===== src/hdl/bohl_pkg.sv =====
`timescale 1ns / 1ps
// ----------------------------------------------------------------------------
// bohl_pkg
// Shared types and defaults for the bounded ordered handle list: request
// and status codes, sequencer states, and the structs between the modules.
// ----------------------------------------------------------------------------
package bohl_pkg;

    localparam int LIST_MAX_DEF    = 64;
    localparam int HANDLE_BITS_DEF = 6;

    localparam int REQ_BITS    = 3;
    localparam int STATUS_BITS = 3;

    typedef enum logic [REQ_BITS-1:0] {
        REQ_APPEND = 3'd0,
        REQ_REMOVE = 3'd1,
        REQ_MEMBER = 3'd2,
        REQ_READ   = 3'd3,
        REQ_FIRST  = 3'd4,
        REQ_NEXT   = 3'd5,
        REQ_CLEAR  = 3'd6
    } req_e_t;

    typedef enum logic [STATUS_BITS-1:0] {
        ST_OK        = 3'd0,
        ST_FULL      = 3'd1,
        ST_NOT_FOUND = 3'd2,
        ST_RANGE     = 3'd3,
        ST_END       = 3'd4
    } status_e_t;

    typedef enum logic [2:0] {
        S_IDLE  = 3'd0,
        S_SCAN  = 3'd1,
        S_SHIFT = 3'd2,
        S_READ  = 3'd3,
        S_RESP  = 3'd4
    } state_e_t;

    // Port strobes from the sequencer to the entry memory
    typedef struct packed {
        logic rd_en;
        logic wr_en;
    } mem_ctl_t;

    // Result flags from the sequencer to the output register
    typedef struct packed {
        logic      hit;
        status_e_t status;
    } res_flags_t;

endpackage


===== src/hdl/bohl_mem.sv =====
`timescale 1ns / 1ps
// ----------------------------------------------------------------------------
// bohl_mem
// Entry store: one write port and one read port, read data registered.
// ----------------------------------------------------------------------------
module bohl_mem #(
    parameter int DEPTH = bohl_pkg::LIST_MAX_DEF,
    parameter int WIDTH = bohl_pkg::HANDLE_BITS_DEF,
    localparam int ADDR_BITS = (DEPTH > 1) ? $clog2(DEPTH) : 1
) (
    input  logic                     clk,
    input  bohl_pkg::mem_ctl_t       ctl,
    input  logic [ADDR_BITS-1:0]     wr_addr,
    input  logic [WIDTH-1:0]         wr_data,
    input  logic [ADDR_BITS-1:0]     rd_addr,
    output logic [WIDTH-1:0]         rd_data
);
    import bohl_pkg::*;

    logic [WIDTH-1:0] entries_mem [DEPTH];
    logic [WIDTH-1:0] rd_data_reg;

    always_ff @(posedge clk)
    begin
        if (ctl.wr_en)
        begin
            entries_mem[wr_addr] <= wr_data;
        end
    end

    always_ff @(posedge clk)
    begin
        if (ctl.rd_en)
        begin
            rd_data_reg <= entries_mem[rd_addr];
        end
    end

    assign rd_data = rd_data_reg;

endmodule


===== src/hdl/bohl_seq.sv =====
`timescale 1ns / 1ps
// ----------------------------------------------------------------------------
// bohl_seq
// Request sequencer: holds count and cursor, drives the entry memory for
// append, scan, close-up and reads, and builds one result per request.
// ----------------------------------------------------------------------------
module bohl_seq #(
    parameter int LIST_MAX    = bohl_pkg::LIST_MAX_DEF,
    parameter int HANDLE_BITS = bohl_pkg::HANDLE_BITS_DEF,
    localparam int ADDR_BITS  = (LIST_MAX > 1) ? $clog2(LIST_MAX) : 1,
    localparam int CNT_BITS   = $clog2(LIST_MAX + 1)
) (
    input  logic                        clk,
    input  logic                        rst_n,
    input  logic                        req_valid,
    output logic                        req_stall,
    input  logic [bohl_pkg::REQ_BITS-1:0] req_type,
    input  logic [HANDLE_BITS-1:0]      handle,
    input  logic [ADDR_BITS-1:0]        position,
    output logic                        res_valid,
    input  logic                        res_take,
    output logic [HANDLE_BITS-1:0]      res_item,
    output bohl_pkg::res_flags_t        res_flags,
    output logic [CNT_BITS-1:0]         res_count,
    output bohl_pkg::mem_ctl_t          mem_ctl,
    output logic [ADDR_BITS-1:0]        mem_wr_addr,
    output logic [HANDLE_BITS-1:0]      mem_wr_data,
    output logic [ADDR_BITS-1:0]        mem_rd_addr,
    input  logic [HANDLE_BITS-1:0]      mem_rd_data
);
    import bohl_pkg::*;

    localparam logic [CNT_BITS-1:0] CNT_MAX = CNT_BITS'(LIST_MAX);
    localparam logic [CNT_BITS-1:0] CNT_ONE = CNT_BITS'(1);

    state_e_t               state_reg,   state_next;
    req_e_t                 op_reg,      op_next;
    logic [HANDLE_BITS-1:0] key_reg,     key_next;
    logic [CNT_BITS-1:0]    count_reg,   count_next;
    logic [CNT_BITS-1:0]    cursor_reg,  cursor_next;
    logic [CNT_BITS-1:0]    idx_reg,     idx_next;
    logic [CNT_BITS-1:0]    cmp_idx_reg, cmp_idx_next;
    logic [CNT_BITS-1:0]    wr_idx_reg,  wr_idx_next;
    logic [HANDLE_BITS-1:0] item_reg,    item_next;
    logic                   hit_reg,     hit_next;
    status_e_t              status_reg,  status_next;

    logic   accept;
    req_e_t req_op;
    logic   list_full;
    logic   list_empty;
    logic   pos_ok;
    logic   cur_ok;
    logic   match;
    logic   last_cmp;
    logic   more_rd;

    assign accept     = req_valid && (state_reg == S_IDLE);
    assign req_op     = req_e_t'(req_type);
    assign list_full  = (count_reg == CNT_MAX);
    assign list_empty = (count_reg == '0);
    assign pos_ok     = (CNT_BITS'(position) < count_reg);
    assign cur_ok     = (cursor_reg < count_reg);
    assign match      = (mem_rd_data == key_reg);
    assign last_cmp   = ((cmp_idx_reg + CNT_ONE) == count_reg);
    assign more_rd    = (idx_reg < count_reg);

    assign req_stall = (state_reg != S_IDLE);
    assign res_valid = (state_reg == S_RESP);
    assign res_item  = item_reg;
    assign res_flags = '{hit: hit_reg, status: status_reg};
    assign res_count = count_reg;

    // Next state
    always_comb
    begin
        state_next = state_reg;
        case (state_reg)
            S_IDLE:
            begin
                if (accept)
                begin
                    case (req_op)
                        REQ_REMOVE, REQ_MEMBER: state_next = list_empty ? S_RESP : S_SCAN;
                        REQ_READ:               state_next = pos_ok ? S_READ : S_RESP;
                        REQ_FIRST:              state_next = list_empty ? S_RESP : S_READ;
                        REQ_NEXT:               state_next = cur_ok ? S_READ : S_RESP;
                        default:                state_next = S_RESP;
                    endcase
                end
            end
            S_SCAN:
            begin
                if (match)
                begin
                    state_next = (op_reg == REQ_MEMBER || last_cmp) ? S_RESP : S_SHIFT;
                end
                else if (last_cmp)
                begin
                    state_next = S_RESP;
                end
            end
            S_SHIFT:
            begin
                if (!more_rd)
                begin
                    state_next = S_RESP;
                end
            end
            S_READ:
            begin
                state_next = S_RESP;
            end
            S_RESP:
            begin
                if (res_take)
                begin
                    state_next = S_IDLE;
                end
            end
            default:
            begin
                state_next = S_IDLE;
            end
        endcase
    end

    // Datapath and memory strobes
    always_comb
    begin
        op_next      = op_reg;
        key_next     = key_reg;
        count_next   = count_reg;
        cursor_next  = cursor_reg;
        idx_next     = idx_reg;
        cmp_idx_next = cmp_idx_reg;
        wr_idx_next  = wr_idx_reg;
        item_next    = item_reg;
        hit_next     = hit_reg;
        status_next  = status_reg;
        mem_ctl      = '{rd_en: 1'b0, wr_en: 1'b0};
        mem_wr_addr  = wr_idx_reg[ADDR_BITS-1:0];
        mem_wr_data  = mem_rd_data;
        mem_rd_addr  = idx_reg[ADDR_BITS-1:0];

        case (state_reg)
            S_IDLE:
            begin
                if (accept)
                begin
                    op_next      = req_op;
                    key_next     = handle;
                    item_next    = '0;
                    hit_next     = 1'b0;
                    status_next  = ST_OK;
                    idx_next     = CNT_ONE;
                    cmp_idx_next = '0;
                    case (req_op)
                        REQ_APPEND:
                        begin
                            if (list_full)
                            begin
                                status_next = ST_FULL;
                            end
                            else
                            begin
                                mem_ctl.wr_en = 1'b1;
                                mem_wr_addr   = count_reg[ADDR_BITS-1:0];
                                mem_wr_data   = handle;
                                count_next    = count_reg + CNT_ONE;
                            end
                        end
                        REQ_REMOVE, REQ_MEMBER:
                        begin
                            if (list_empty)
                            begin
                                status_next = ST_NOT_FOUND;
                            end
                            else
                            begin
                                mem_ctl.rd_en = 1'b1;
                                mem_rd_addr   = '0;
                            end
                        end
                        REQ_READ:
                        begin
                            if (pos_ok)
                            begin
                                mem_ctl.rd_en = 1'b1;
                                mem_rd_addr   = position;
                            end
                            else
                            begin
                                status_next = ST_RANGE;
                            end
                        end
                        REQ_FIRST:
                        begin
                            if (list_empty)
                            begin
                                status_next = ST_END;
                            end
                            else
                            begin
                                mem_ctl.rd_en = 1'b1;
                                mem_rd_addr   = '0;
                                cursor_next   = CNT_ONE;
                            end
                        end
                        REQ_NEXT:
                        begin
                            if (cur_ok)
                            begin
                                mem_ctl.rd_en = 1'b1;
                                mem_rd_addr   = cursor_reg[ADDR_BITS-1:0];
                                cursor_next   = cursor_reg + CNT_ONE;
                            end
                            else
                            begin
                                status_next = ST_END;
                            end
                        end
                        REQ_CLEAR:
                        begin
                            count_next  = '0;
                            cursor_next = '0;
                        end
                        default:
                        begin
                        end
                    endcase
                end
            end
            S_SCAN:
            begin
                // Read one entry ahead while comparing the one just returned
                cmp_idx_next = idx_reg;
                if (more_rd)
                begin
                    mem_ctl.rd_en = 1'b1;
                    idx_next      = idx_reg + CNT_ONE;
                end
                if (match)
                begin
                    hit_next = 1'b1;
                    if (op_reg == REQ_REMOVE)
                    begin
                        wr_idx_next = cmp_idx_reg;
                        if (cmp_idx_reg < cursor_reg)
                        begin
                            cursor_next = cursor_reg - CNT_ONE;
                        end
                        if (last_cmp)
                        begin
                            count_next = count_reg - CNT_ONE;
                        end
                    end
                end
                else if (last_cmp)
                begin
                    status_next = ST_NOT_FOUND;
                end
            end
            S_SHIFT:
            begin
                // Close up: the entry read last cycle moves down one place
                mem_ctl.wr_en = 1'b1;
                wr_idx_next   = wr_idx_reg + CNT_ONE;
                if (more_rd)
                begin
                    mem_ctl.rd_en = 1'b1;
                    idx_next      = idx_reg + CNT_ONE;
                end
                else
                begin
                    count_next = count_reg - CNT_ONE;
                end
            end
            S_READ:
            begin
                item_next = mem_rd_data;
                hit_next  = 1'b1;
            end
            S_RESP:
            begin
            end
            default:
            begin
            end
        endcase
    end

    always_ff @(posedge clk or negedge rst_n)
    begin
        if (!rst_n)
        begin
            state_reg  <= S_IDLE;
            count_reg  <= '0;
            cursor_reg <= '0;
        end
        else
        begin
            state_reg  <= state_next;
            count_reg  <= count_next;
            cursor_reg <= cursor_next;
        end
    end

    always_ff @(posedge clk)
    begin
        op_reg      <= op_next;
        key_reg     <= key_next;
        idx_reg     <= idx_next;
        cmp_idx_reg <= cmp_idx_next;
        wr_idx_reg  <= wr_idx_next;
        item_reg    <= item_next;
        hit_reg     <= hit_next;
        status_reg  <= status_next;
    end

endmodule


===== src/hdl/bounded_ordered_handle_list.sv =====
`timescale 1ns / 1ps
// ----------------------------------------------------------------------------
// bounded_ordered_handle_list
// Insertion-ordered list of handles with an iteration cursor, kept in one
// synchronous entry memory, with a registered result channel.
// ----------------------------------------------------------------------------
// The block takes one request at a time. Append, clear, unknown codes and
// requests rejected on count alone go straight to the result; read, first
// and next first read one entry. Member test and remove scan the list
// through the single memory read port, one entry per cycle, and a remove
// then closes up the later entries one per cycle. The result sits in an
// output register, so the next request is taken while a result still
// waits on rsp_stall. Entries need no clearing after reset.
module bounded_ordered_handle_list #(
    parameter int LIST_MAX    = bohl_pkg::LIST_MAX_DEF,
    parameter int HANDLE_BITS = bohl_pkg::HANDLE_BITS_DEF,
    localparam int ADDR_BITS  = (LIST_MAX > 1) ? $clog2(LIST_MAX) : 1,
    localparam int CNT_BITS   = $clog2(LIST_MAX + 1)
) (
    input  logic                           clk,
    input  logic                           rst_n,
    input  logic                           req_valid,
    output logic                           req_stall,
    input  logic [bohl_pkg::REQ_BITS-1:0]  req_type,
    input  logic [HANDLE_BITS-1:0]         handle,
    input  logic [ADDR_BITS-1:0]           position,
    output logic                           rsp_valid,
    input  logic                           rsp_stall,
    output logic [HANDLE_BITS-1:0]         item,
    output logic                           hit,
    output logic [CNT_BITS-1:0]            count,
    output logic                           is_empty,
    output logic                           is_full,
    output logic [bohl_pkg::STATUS_BITS-1:0] status
);
    import bohl_pkg::*;

    localparam logic [CNT_BITS-1:0] CNT_MAX = CNT_BITS'(LIST_MAX);

    mem_ctl_t               mem_ctl;
    logic [ADDR_BITS-1:0]   mem_wr_addr;
    logic [HANDLE_BITS-1:0] mem_wr_data;
    logic [ADDR_BITS-1:0]   mem_rd_addr;
    logic [HANDLE_BITS-1:0] mem_rd_data;

    logic                   res_valid;
    logic                   res_take;
    logic [HANDLE_BITS-1:0] res_item;
    res_flags_t             res_flags;
    logic [CNT_BITS-1:0]    res_count;

    logic                   rsp_valid_reg, rsp_valid_next;
    logic [HANDLE_BITS-1:0] item_reg;
    logic                   hit_reg;
    logic [CNT_BITS-1:0]    count_reg;
    logic                   is_empty_reg;
    logic                   is_full_reg;
    status_e_t              status_reg;

    bohl_seq #(
        .LIST_MAX    (LIST_MAX),
        .HANDLE_BITS (HANDLE_BITS)
    ) u_seq (
        .clk         (clk),
        .rst_n       (rst_n),
        .req_valid   (req_valid),
        .req_stall   (req_stall),
        .req_type    (req_type),
        .handle      (handle),
        .position    (position),
        .res_valid   (res_valid),
        .res_take    (res_take),
        .res_item    (res_item),
        .res_flags   (res_flags),
        .res_count   (res_count),
        .mem_ctl     (mem_ctl),
        .mem_wr_addr (mem_wr_addr),
        .mem_wr_data (mem_wr_data),
        .mem_rd_addr (mem_rd_addr),
        .mem_rd_data (mem_rd_data)
    );

    bohl_mem #(
        .DEPTH (LIST_MAX),
        .WIDTH (HANDLE_BITS)
    ) u_mem (
        .clk     (clk),
        .ctl     (mem_ctl),
        .wr_addr (mem_wr_addr),
        .wr_data (mem_wr_data),
        .rd_addr (mem_rd_addr),
        .rd_data (mem_rd_data)
    );

    // Load the output register when it is empty or its result is leaving
    assign res_take = res_valid && (!rsp_valid_reg || !rsp_stall);

    always_comb
    begin
        rsp_valid_next = rsp_valid_reg;
        if (res_take)
        begin
            rsp_valid_next = 1'b1;
        end
        else if (!rsp_stall)
        begin
            rsp_valid_next = 1'b0;
        end
    end

    always_ff @(posedge clk or negedge rst_n)
    begin
        if (!rst_n)
        begin
            rsp_valid_reg <= 1'b0;
        end
        else
        begin
            rsp_valid_reg <= rsp_valid_next;
        end
    end

    always_ff @(posedge clk)
    begin
        if (res_take)
        begin
            item_reg     <= res_item;
            hit_reg      <= res_flags.hit;
            status_reg   <= res_flags.status;
            count_reg    <= res_count;
            is_empty_reg <= (res_count == '0);
            is_full_reg  <= (res_count == CNT_MAX);
        end
    end

    assign rsp_valid = rsp_valid_reg;
    assign item      = item_reg;
    assign hit       = hit_reg;
    assign count     = count_reg;
    assign is_empty  = is_empty_reg;
    assign is_full   = is_full_reg;
    assign status    = status_reg;

endmodule


===== config.mk =====
export PLATFORM = sky130hd
export DESIGN_NAME = bounded_ordered_handle_list
export DESIGN_NICKNAME = d
export VERILOG_FILES = /design/src/hdl/bohl_pkg.sv /design/src/hdl/bohl_mem.sv /design/src/hdl/bohl_seq.sv /design/src/hdl/bounded_ordered_handle_list.sv
export SDC_FILE = /design/constraint.sdc
export NUM_CORES = 1
export LEC_CHECK = 0
export BUFFER_PORTS_ARGS = -buffer_cell sky130_fd_sc_hd__clkbuf_2
export CAP_MARGIN = 0
export CORE_ASPECT_RATIO = 0.6
export CORE_MARGIN = 2
export CORE_UTILIZATION = 50
export DETAILED_ROUTE_END_ITERATION = 6
export PLACE_DENSITY = 0.71
export SETUP_SLACK_MARGIN = 0.2
export SKIP_LAST_GASP = 1
export SLEW_MARGIN = 20
export SYNTH_ARGS = -nofsm -noshare
export SYNTH_HDL_FRONTEND = slang
export SYNTH_SLANG_ARGS = --single-unit

===== constraint.sdc =====
create_clock -name clk -period 3.3 [get_ports clk]
set_input_delay 0.66 -clock clk [delete_from_list [all_inputs] [get_ports clk]]
set_output_delay 0.66 -clock clk [all_outputs]
set_load 0.02 [all_outputs]

Yosys cells after proc, flatten, opt, wreduce, memory -nomap -nowiden
Memories as Yosys holds them, arrays and structs flattened. A register that Yosys moved wholly into a read port is not among the register bits.
Cells that the tools add are included.
{"block": "op_classes", "n_addsub": 7, "order_cmp": 4, "eq_ne": 31, "mux": 79, "n_reduce_logical": 29}
{"cell": "$mux W7", "n": 17}
{"cell": "$mux W6", "n": 14}
{"cell": "$pmux W7 S2", "n": 5}
{"cell": "$mux W3", "n": 15}
{"cell": "$pmux W7 S3", "n": 2}
{"cell": "$add A7 B1 Y7 const B", "n": 5}
{"cell": "$pmux W3 S5", "n": 2}
{"cell": "$lt A7 B7 Y1", "n": 3}
{"cell": "$pmux W6 S3", "n": 1}
{"cell": "$ne A2 B1 Y1 const B", "n": 8}
{"cell": "$reduce_and A8 Y1", "n": 2}
{"cell": "$eq A3 B2 Y1 const B", "n": 5}
{"cell": "$sub A7 B1 Y7 const B", "n": 2}
{"cell": "$mux W1", "n": 13}
{"cell": "$eq A3 B3 Y1 const B", "n": 4}
{"cell": "$pmux W3 S4", "n": 1}
{"cell": "$pmux W6 S2", "n": 1}
{"cell": "$eq A3 B1 Y1 const B", "n": 3}
{"cell": "$ne A3 B3 Y1 const B", "n": 3}
{"cell": "$reduce_and A3 Y1", "n": 3}
{"cell": "$reduce_bool A3 Y1", "n": 3}
{"cell": "$reduce_and A4 Y1", "n": 2}
{"cell": "$reduce_bool A2 Y1", "n": 4}
{"cell": "$eq A7 B7 Y1", "n": 1}
{"cell": "19 further kinds", "n": 31}
{"block": "word_totals", "reg_bits": 77, "ramBits": 384, "inputBits": 19, "wordCells": 169, "n_memories": 1}
{"memory": "u_mem.entries_mem", "words": 64, "width": 6, "rd": 1, "rd_ports_with_merged_regs": 1, "write_ports": 1, "line_no": "bohl_mem.sv:20", "source": "logic [WIDTH-1:0] entries_mem [DEPTH];"}

Depth between registers and ports, before layout
{"block": "logic_depth", "ltp_word": 7, "ltp_mapped": 16}

Hierarchy
A second synthesis with hierarchy kept.
{"block": "unflattened", "hier_cells": 1193, "area_unflattened_um2": 20043.0}
{"mod": "bohl_mem", "n_inst": 1, "cells_each": 729, "area_per_inst_um2": 15265.9, "seq_area_each_um2": 11711.2}
{"mod": "bohl_seq", "n_inst": 1, "cells_each": 439, "area_per_inst_um2": 4134.0, "seq_area_each_um2": 1596.5}
{"mod": "bounded_ordered_handle_list", "n_inst": 1, "cells_each": 25, "area_per_inst_um2": 643.1, "seq_area_each_um2": 595.6}

Worst setup path before layout
OpenSTA, ideal clock, no wires.
{"block": "synth_path", "path_kind": "register to register", "from": "register u_seq.count_reg[0], in the netlist u_seq.res_count[0]", "to": "memory u_mem.entries_mem[35][0] (netlist bit), enable pin", "arrival_time_ns": 2.919, "required_time_ns": 2.923, "path_slack_ns": 0.004, "stages_incl_launch_ff": 13, "period_less_slack_ns": 3.296, "cell_sequence": "dfrtp_1 > buf_2 > inv_1 > ha_1 > nand3_1 > nor2_1 > or4_1 > buf_2 > buf_2 > buf_1 > o22ai_1 > nand3_1 > nor3_1"}
{"block": "synth_between", "elab_chain_len": 7, "elab_cells_between_ends": 11, "classes_between": "1 x eq/ne; 10 x mux"}
{"element": "start, declared", "line_no": "bohl_seq.sv:39", "source": "logic [CNT_BITS-1:0] count_reg, count_next;"}
{"element": "start signal, assigned", "line_no": "bohl_seq.sv:304", "source": "count_reg <= count_next;"}
{"element": "$eq A7 B7 Y1 (*)", "line_no": "bohl_seq.sv:60", "source": "assign list_full = (count_reg == CNT_MAX);"}
{"element": "net u_seq.list_full", "line_no": "bohl_seq.sv:50", "source": "logic list_full;"}
{"element": "$mux W1", "line_no": "bohl_seq.sv:161", "source": "if (list_full)"}
{"element": "$mux W1", "line_no": "bohl_seq.sv:158", "source": "case (req_op)"}
{"element": "$mux W2", "line_no": "bohl_seq.sv:149", "source": "if (accept)"}
{"element": "$pmux W1 S2", "line_no": "bohl_seq.sv:146", "source": "case (state_reg)"}
{"element": "$mux W1", "line_no": "bohl_mem.sv:25", "source": "if (ctl.wr_en)"}
{"element": "$mux W1 (implied by the code)", "line_no": "bohl_mem.sv:27", "source": "entries_mem[wr_addr] <= wr_data;"}
{"element": "end, declared", "line_no": "bohl_mem.sv:20"}
The timed path passes the listed nets; every way through them passes the cells marked *.

Worst setup path in the final report
{"block": "layout_path", "from": "register u_seq.cursor_reg[2]", "to": "register u_mem.rd_data_reg[5], in the netlist u_mem.rd_data[5], read port of u_mem.entries_mem, data pin"}
{"block": "layout_between", "elab_chain_len": 5, "elab_cells_between_ends": 9, "classes_between": "1 x order compare; 8 x mux"}
{"element": "start, declared", "line_no": "bohl_seq.sv:40", "source": "logic [CNT_BITS-1:0] cursor_reg, cursor_next;"}
{"element": "start signal, assigned", "line_no": "bohl_seq.sv:305", "source": "cursor_reg <= cursor_next;"}
{"element": "$lt A7 B7 Y1", "line_no": "bohl_seq.sv:63", "source": "assign cur_ok = (cursor_reg < count_reg);"}
{"element": "$mux W1 / $mux W6 (equally long branches)", "line_no": "bohl_seq.sv:212", "source": "if (cur_ok)"}
{"element": "$pmux W1 S3 / $pmux W6 S3 (equally long branches)", "line_no": "bohl_seq.sv:158"}
{"element": "$mux W2 / $mux W6 (equally long branches)", "line_no": "bohl_seq.sv:149"}
{"element": "$pmux W1 S2 / $mux W6 (equally long branches)", "line_no": "bohl_seq.sv:146"}
{"element": "end, declared", "line_no": "bohl_mem.sv:21", "source": "logic [WIDTH-1:0] rd_data_reg;"}
Several ways; a longest one is shown, not always the timed one.
A chain may end at the register's enable or synchronous reset.

==> summary.md <==
In this run, the number of DRC markers left after iteration 0 of detailed routing was 2259. The buffer depth of the longest clock path is 3. Walking the worst path, the cells encountered are ha_4 -> a21o_1 -> a31oi_1 -> buf_4 -> o211ai_1 -> o211ai_2 -> o221a_4 -> buf_6 -> buf_16 -> buf_4 -> mux2i_1 -> o221a_2 -> nand4_1 -> buf_4 -> and4_1.

The synthesized netlist devotes 1.17% of its cell area to XOR and XNOR gates. The delay of the slowest cell on the worst path was 0.43 ns; the post-synthesis adder-cell area fraction was 1.86%. The tools report the hold violation total from the final report as 0.

The critical path is of the reg -> reg type. The worst setup path is captured at a flop. Across every metal layer, demand over resource in global routing totals 29.7%.

Port buffering added 39 buffers. The logs give 51.1% for the worst max-slew margin expressed relative to the limit and 20900 um^2 for the netlist area before placement. The most area-hungry cell type in the Yosys netlist is sky130_fd_sc_hd__edfxtp_1. After detailed routing, the average wire length per cell comes to 25.1 um. The synthesized-area fraction occupied by and/or/nand/nor cells came out at 15.0%. The number of flip-flops in the largest register is 384, and the compound-cell area share of the yosys netlist is 8.99%.

Of the available clock period, the critical path in the final layout requires 112%. From synthesis to final layout, the design area changed by 28.6%. The number of flops mapped to enable cells by yosys was 448. After synthesis the netlist holds a flip-flop and latch count of 466.

After floorplanning, the core was sized to cover 40900 um^2. Summed over all cells, the static leakage comes to 0.00968 uW. Synthesis produced a netlist whose cell count is 1686. Across all register-to-register paths, the minimum setup slack is -0.39 ns. The clock net in this run drives a total of 466 sinks. The number of distinct library cells after synthesis came out at 64. The initial utilization of the core area, before any placement, comes to 51.1%. The run finished, with violations left. The kind of path behind the tightest hold check was in -> async. The endpoint identified for the worst register-to-register timing path is u_mem.rd_data[5]. The number of max-slew violations in the final report is 0, and the maximum number of pins on one net before global-route repair is 65. The data required time of the worst path came out at 3.61 ns. The slowest cell on the critical path is sky130_fd_sc_hd__dfrtp_1. The width of the die is 268 um. The deepest level of the CTS H-tree is 2, and the DRC violation count after routing is 3. TritonCTS built the clock tree. Post-cts hold buffer count: 0. Post-route core utilization: 65.8%. Routed signal wires occupy layers up through met4. For the final database, setup skew stands at 0.0309 ns. The final reports fail on DRC, setup timing. After floorplanning, the core was divided into 57 placement rows. The total I/O pin count was 40; the final worst-path setup slack was -0.386 ns. After detailed routing, the number of vias per cell comes to 6.17.

The Yosys warning count is 0, and the first-pass GRT wire length is 94400 um. The sum of negative setup slack came out at -2.08 ns. Maximum net fanout on the critical path: 7. The top register by number of flip-flops is u_mem.entries_mem. By area the synthesized netlist is led by sky130_fd_sc_hd__edfxtp_1 64%, sky130_fd_sc_hd__nor2_1 5.4%, sky130_fd_sc_hd__mux2i_1 3.4%, sky130_fd_sc_hd__nor3_1 2.8%, sky130_fd_sc_hd__nand2_1 2.2%. The die outline height was 162 um; the remaining antenna violation count after routing was 0. Counting I/O delays and the setup requirement, the final critical path takes 3.69 ns.

CTS placed an instance of sky130_fd_sc_hd__clkbuf_16 at the clock tree root. Final routed wirelength across all metal layers: 65700 um. The main combinational cell family by area after synthesis was simple AND/OR/NAND/NOR gates. The sum of overflow across all layers after global routing came out at 0.

After routing the design area is 26900 um^2. The logs give 25500 um for the wire length on met2 and 0 for the number of diodes. The tools report the synthesized netlist net count as 1736. Static timing analysis puts the maximum clock frequency at 0.271 GHz. At the pin with the least slew margin, the transition time is 0.732 ns. The critical register-to-register path startpoint is u_seq.cursor_reg[2].

The wire length on met3 is 10600 um, and the clock transition at the registers of the reported paths is 0.07 ns. Across all layers, the routed design uses 16100 vias. The average instance in the mapped netlist occupies 12.4 um^2. Max-cap violations in this run came to 0. For the worst setup path, the data arrival time is 4.00 ns. Power comes to 25600 uW. For this design the ratio of total power to cell area is 952 nW/um^2. The fraction of post-synthesis cell area in the top cell type by area is 64.4%, and the maximum ir drop on the vdd rail is 0.701 mV. Most instantiated flip-flop cell in the synthesis netlist: sky130_fd_sc_hd__edfxtp_1. Routability-driven placement finished with a final weighted congestion of 1.06.

HPWL after detailed placement: 44100 um. The CTS buffer count is 43, and the async set-or-reset flop fraction in the synthesized netlist is 3.86%. The die covers 43500 um^2. The critical path launch point type was a flop. The logs give 6 for the total of endpoints with negative setup slack in the final report and 14800 for the via count of the first global-routing pass.

The share of cells above drive strength 1 works out to 30.6%. The run gives 28500 um as the routed length on met1. At the end of the flow, the number of nets in the layout was 2080. Cell with the most instances on the worst path: sky130_fd_sc_hd__buf_4.

Multiplexer share of the synthesized area: 3.72%. Count of filler cells inserted in the layout: 2832. Setup repair after global routing could not meet its margin everywhere. The later pin in the worst-skew pair is clocked with a latency of 0.56 ns.

Before antenna repair, the detailed router went through 7 iterations. Of the synthesized area, sequential elements account for 66.5%. The run gives 24200 um^2 as the post-detailed-placement cell area.

The initial antenna violation count was 1; the path depth of the worst reg2reg path was 15.
## through the flow
| step | instances | hold slack [ns] | worst slack, ns |
|---|---|---|---|
| 2_1_floorplan | 1686 | 0.364 | 0.0782 |
| 3_3_place_gp | 2488 | 0.401 | -0.717 |
| 3_5_place_dp | 2488 | 0.405 | -0.773 |
| 4_1_cts | 2595 | 0.0885 | -0.205 |
| 5_1_grt | 2617 | 0.133 | -0.423 |
| 6_report | 2617 | 0.104 | -0.386 |
## logic make-up (layout without fill, tap and decap cells)
family / count (synthesis) / after routing
mux: 77 / 77
simple gates: 698 / 698
buf+inv: 114 / 485
xor+xnor: 28 / 28
fa+ha+maj: 31 / 31
flops: 466 / 466
compound gates: 272 / 272
## critical path, delay by kind of cell, from the launching register on
| family | cells | cell delay (ns) |
|---|---|---|
| adders and majority gates | 1 | 0.29 |
| AOI/OAI and AO/OA | 6 | 1.38 |
| DFF | 1 | 0.43 |
| buffers and inverters | 5 | 0.77 |
| muxes | 1 | 0.24 |
| and+or+nand+nor | 2 | 0.31 |
## power by group
part	internal [uW]	total [uW]	switching, uW	leakage, uW
registers	7880	8370	494	0.00429
logic	4940	12300	7320	0.00474
clock network	2780	4940	2160	0.000658
## cells in the final DEF, fill, tap and decap left out, types with 7 or more instances in the layout
cell,instances
sky130_fd_sc_hd__nor2_2,33
sky130_fd_sc_hd__o211ai_1,14
sky130_fd_sc_hd__inv_1,18
sky130_fd_sc_hd__and2_1,12
sky130_fd_sc_hd__o31ai_1,10
sky130_fd_sc_hd__nor3_4,7
sky130_fd_sc_hd__edfxtp_1,448
sky130_fd_sc_hd__ha_1,25
sky130_fd_sc_hd__buf_4,263
sky130_fd_sc_hd__and3_1,29
sky130_fd_sc_hd__buf_12,38
sky130_fd_sc_hd__nand2_1,115
sky130_fd_sc_hd__a31oi_1,7
sky130_fd_sc_hd__o221a_2,24
sky130_fd_sc_hd__nor2_1,238
sky130_fd_sc_hd__clkbuf_16,44
sky130_fd_sc_hd__dfrtp_1,17
sky130_fd_sc_hd__o21ai_2,7
sky130_fd_sc_hd__nand3_1,38
sky130_fd_sc_hd__nor3_1,109
sky130_fd_sc_hd__a21oi_1,24
sky130_fd_sc_hd__and4_1,7
sky130_fd_sc_hd__o22ai_1,7
sky130_fd_sc_hd__mux2i_1,65
sky130_fd_sc_hd__nand4_1,30
sky130_fd_sc_hd__xor2_1,11
sky130_fd_sc_hd__clkbuf_1,9
sky130_fd_sc_hd__nor2_4,31
sky130_fd_sc_hd__o21ai_1,30
sky130_fd_sc_hd__buf_6,42
sky130_fd_sc_hd__clkbuf_2,39
sky130_fd_sc_hd__o21ai_0,59
sky130_fd_sc_hd__xnor2_1,17
sky130_fd_sc_hd__a21o_1,26
sky130_fd_sc_hd__nand2b_1,10
## synth_stat cells, drive strengths merged, types with 17 or more instances
master and instances:
o21ai 96, nand3 44, nor2 302, nor3 122, ha 31, clkbuf 44
inv 23, xnor2 17, mux2i 71, and3 29, a21oi 32, nand4 30
buf 47, nand2 123, edfxtp 448, o221a 25, a21o 26, dfrtp 18
## metal layers
| layer | vias to the layer above | track usage, % |
|---|---|---|
| met4 | 0 | 6.04 |
| met3 | 109 | 11.8 |
| met5 | - | 0 |
| li1 | 7005 | - |
| met1 | 7917 | 46.8 |
| met2 | 1111 | 38.1 |
## worst max path at each step
stage / cells past startpoint / from / end
after floorplan: 13 / u_seq.res_count[0] / u_mem.entries_mem[14][0]
after detailed placement: 14 / position[4] / u_mem.rd_data[0]
after CTS: 14 / u_seq.res_count[3] / u_mem.rd_data[2]
final: 15 / u_seq.cursor_reg[2] / u_mem.rd_data[5]
after global routing: 15 / u_seq.cursor_reg[2] / u_mem.rd_data[5]
after global placement: 14 / position[4] / u_mem.rd_data[0]
## layout make-up
type	instances	area [um^2]	area share, %
Sequential cell	466	13900	51.7
Multi-Input combinational cell	1106	7240	26.9
Inverter	23	88.8	0.331
Clock buffer	55	1150	4.28
Clock inverter	17	199	0.740
Timing Repair Buffer	390	3600	13.4
Tap cell	560	701	2.61
## what timing repair did
action | CTS | global route
buffers inserted | 30 | 22
pin swaps | 33 | 42
endpoints found under the setup margin | 338 | 450
gates cloned | 5 | 1
resized for setup | 105 | 118
(Power assumes the default switching activity.)
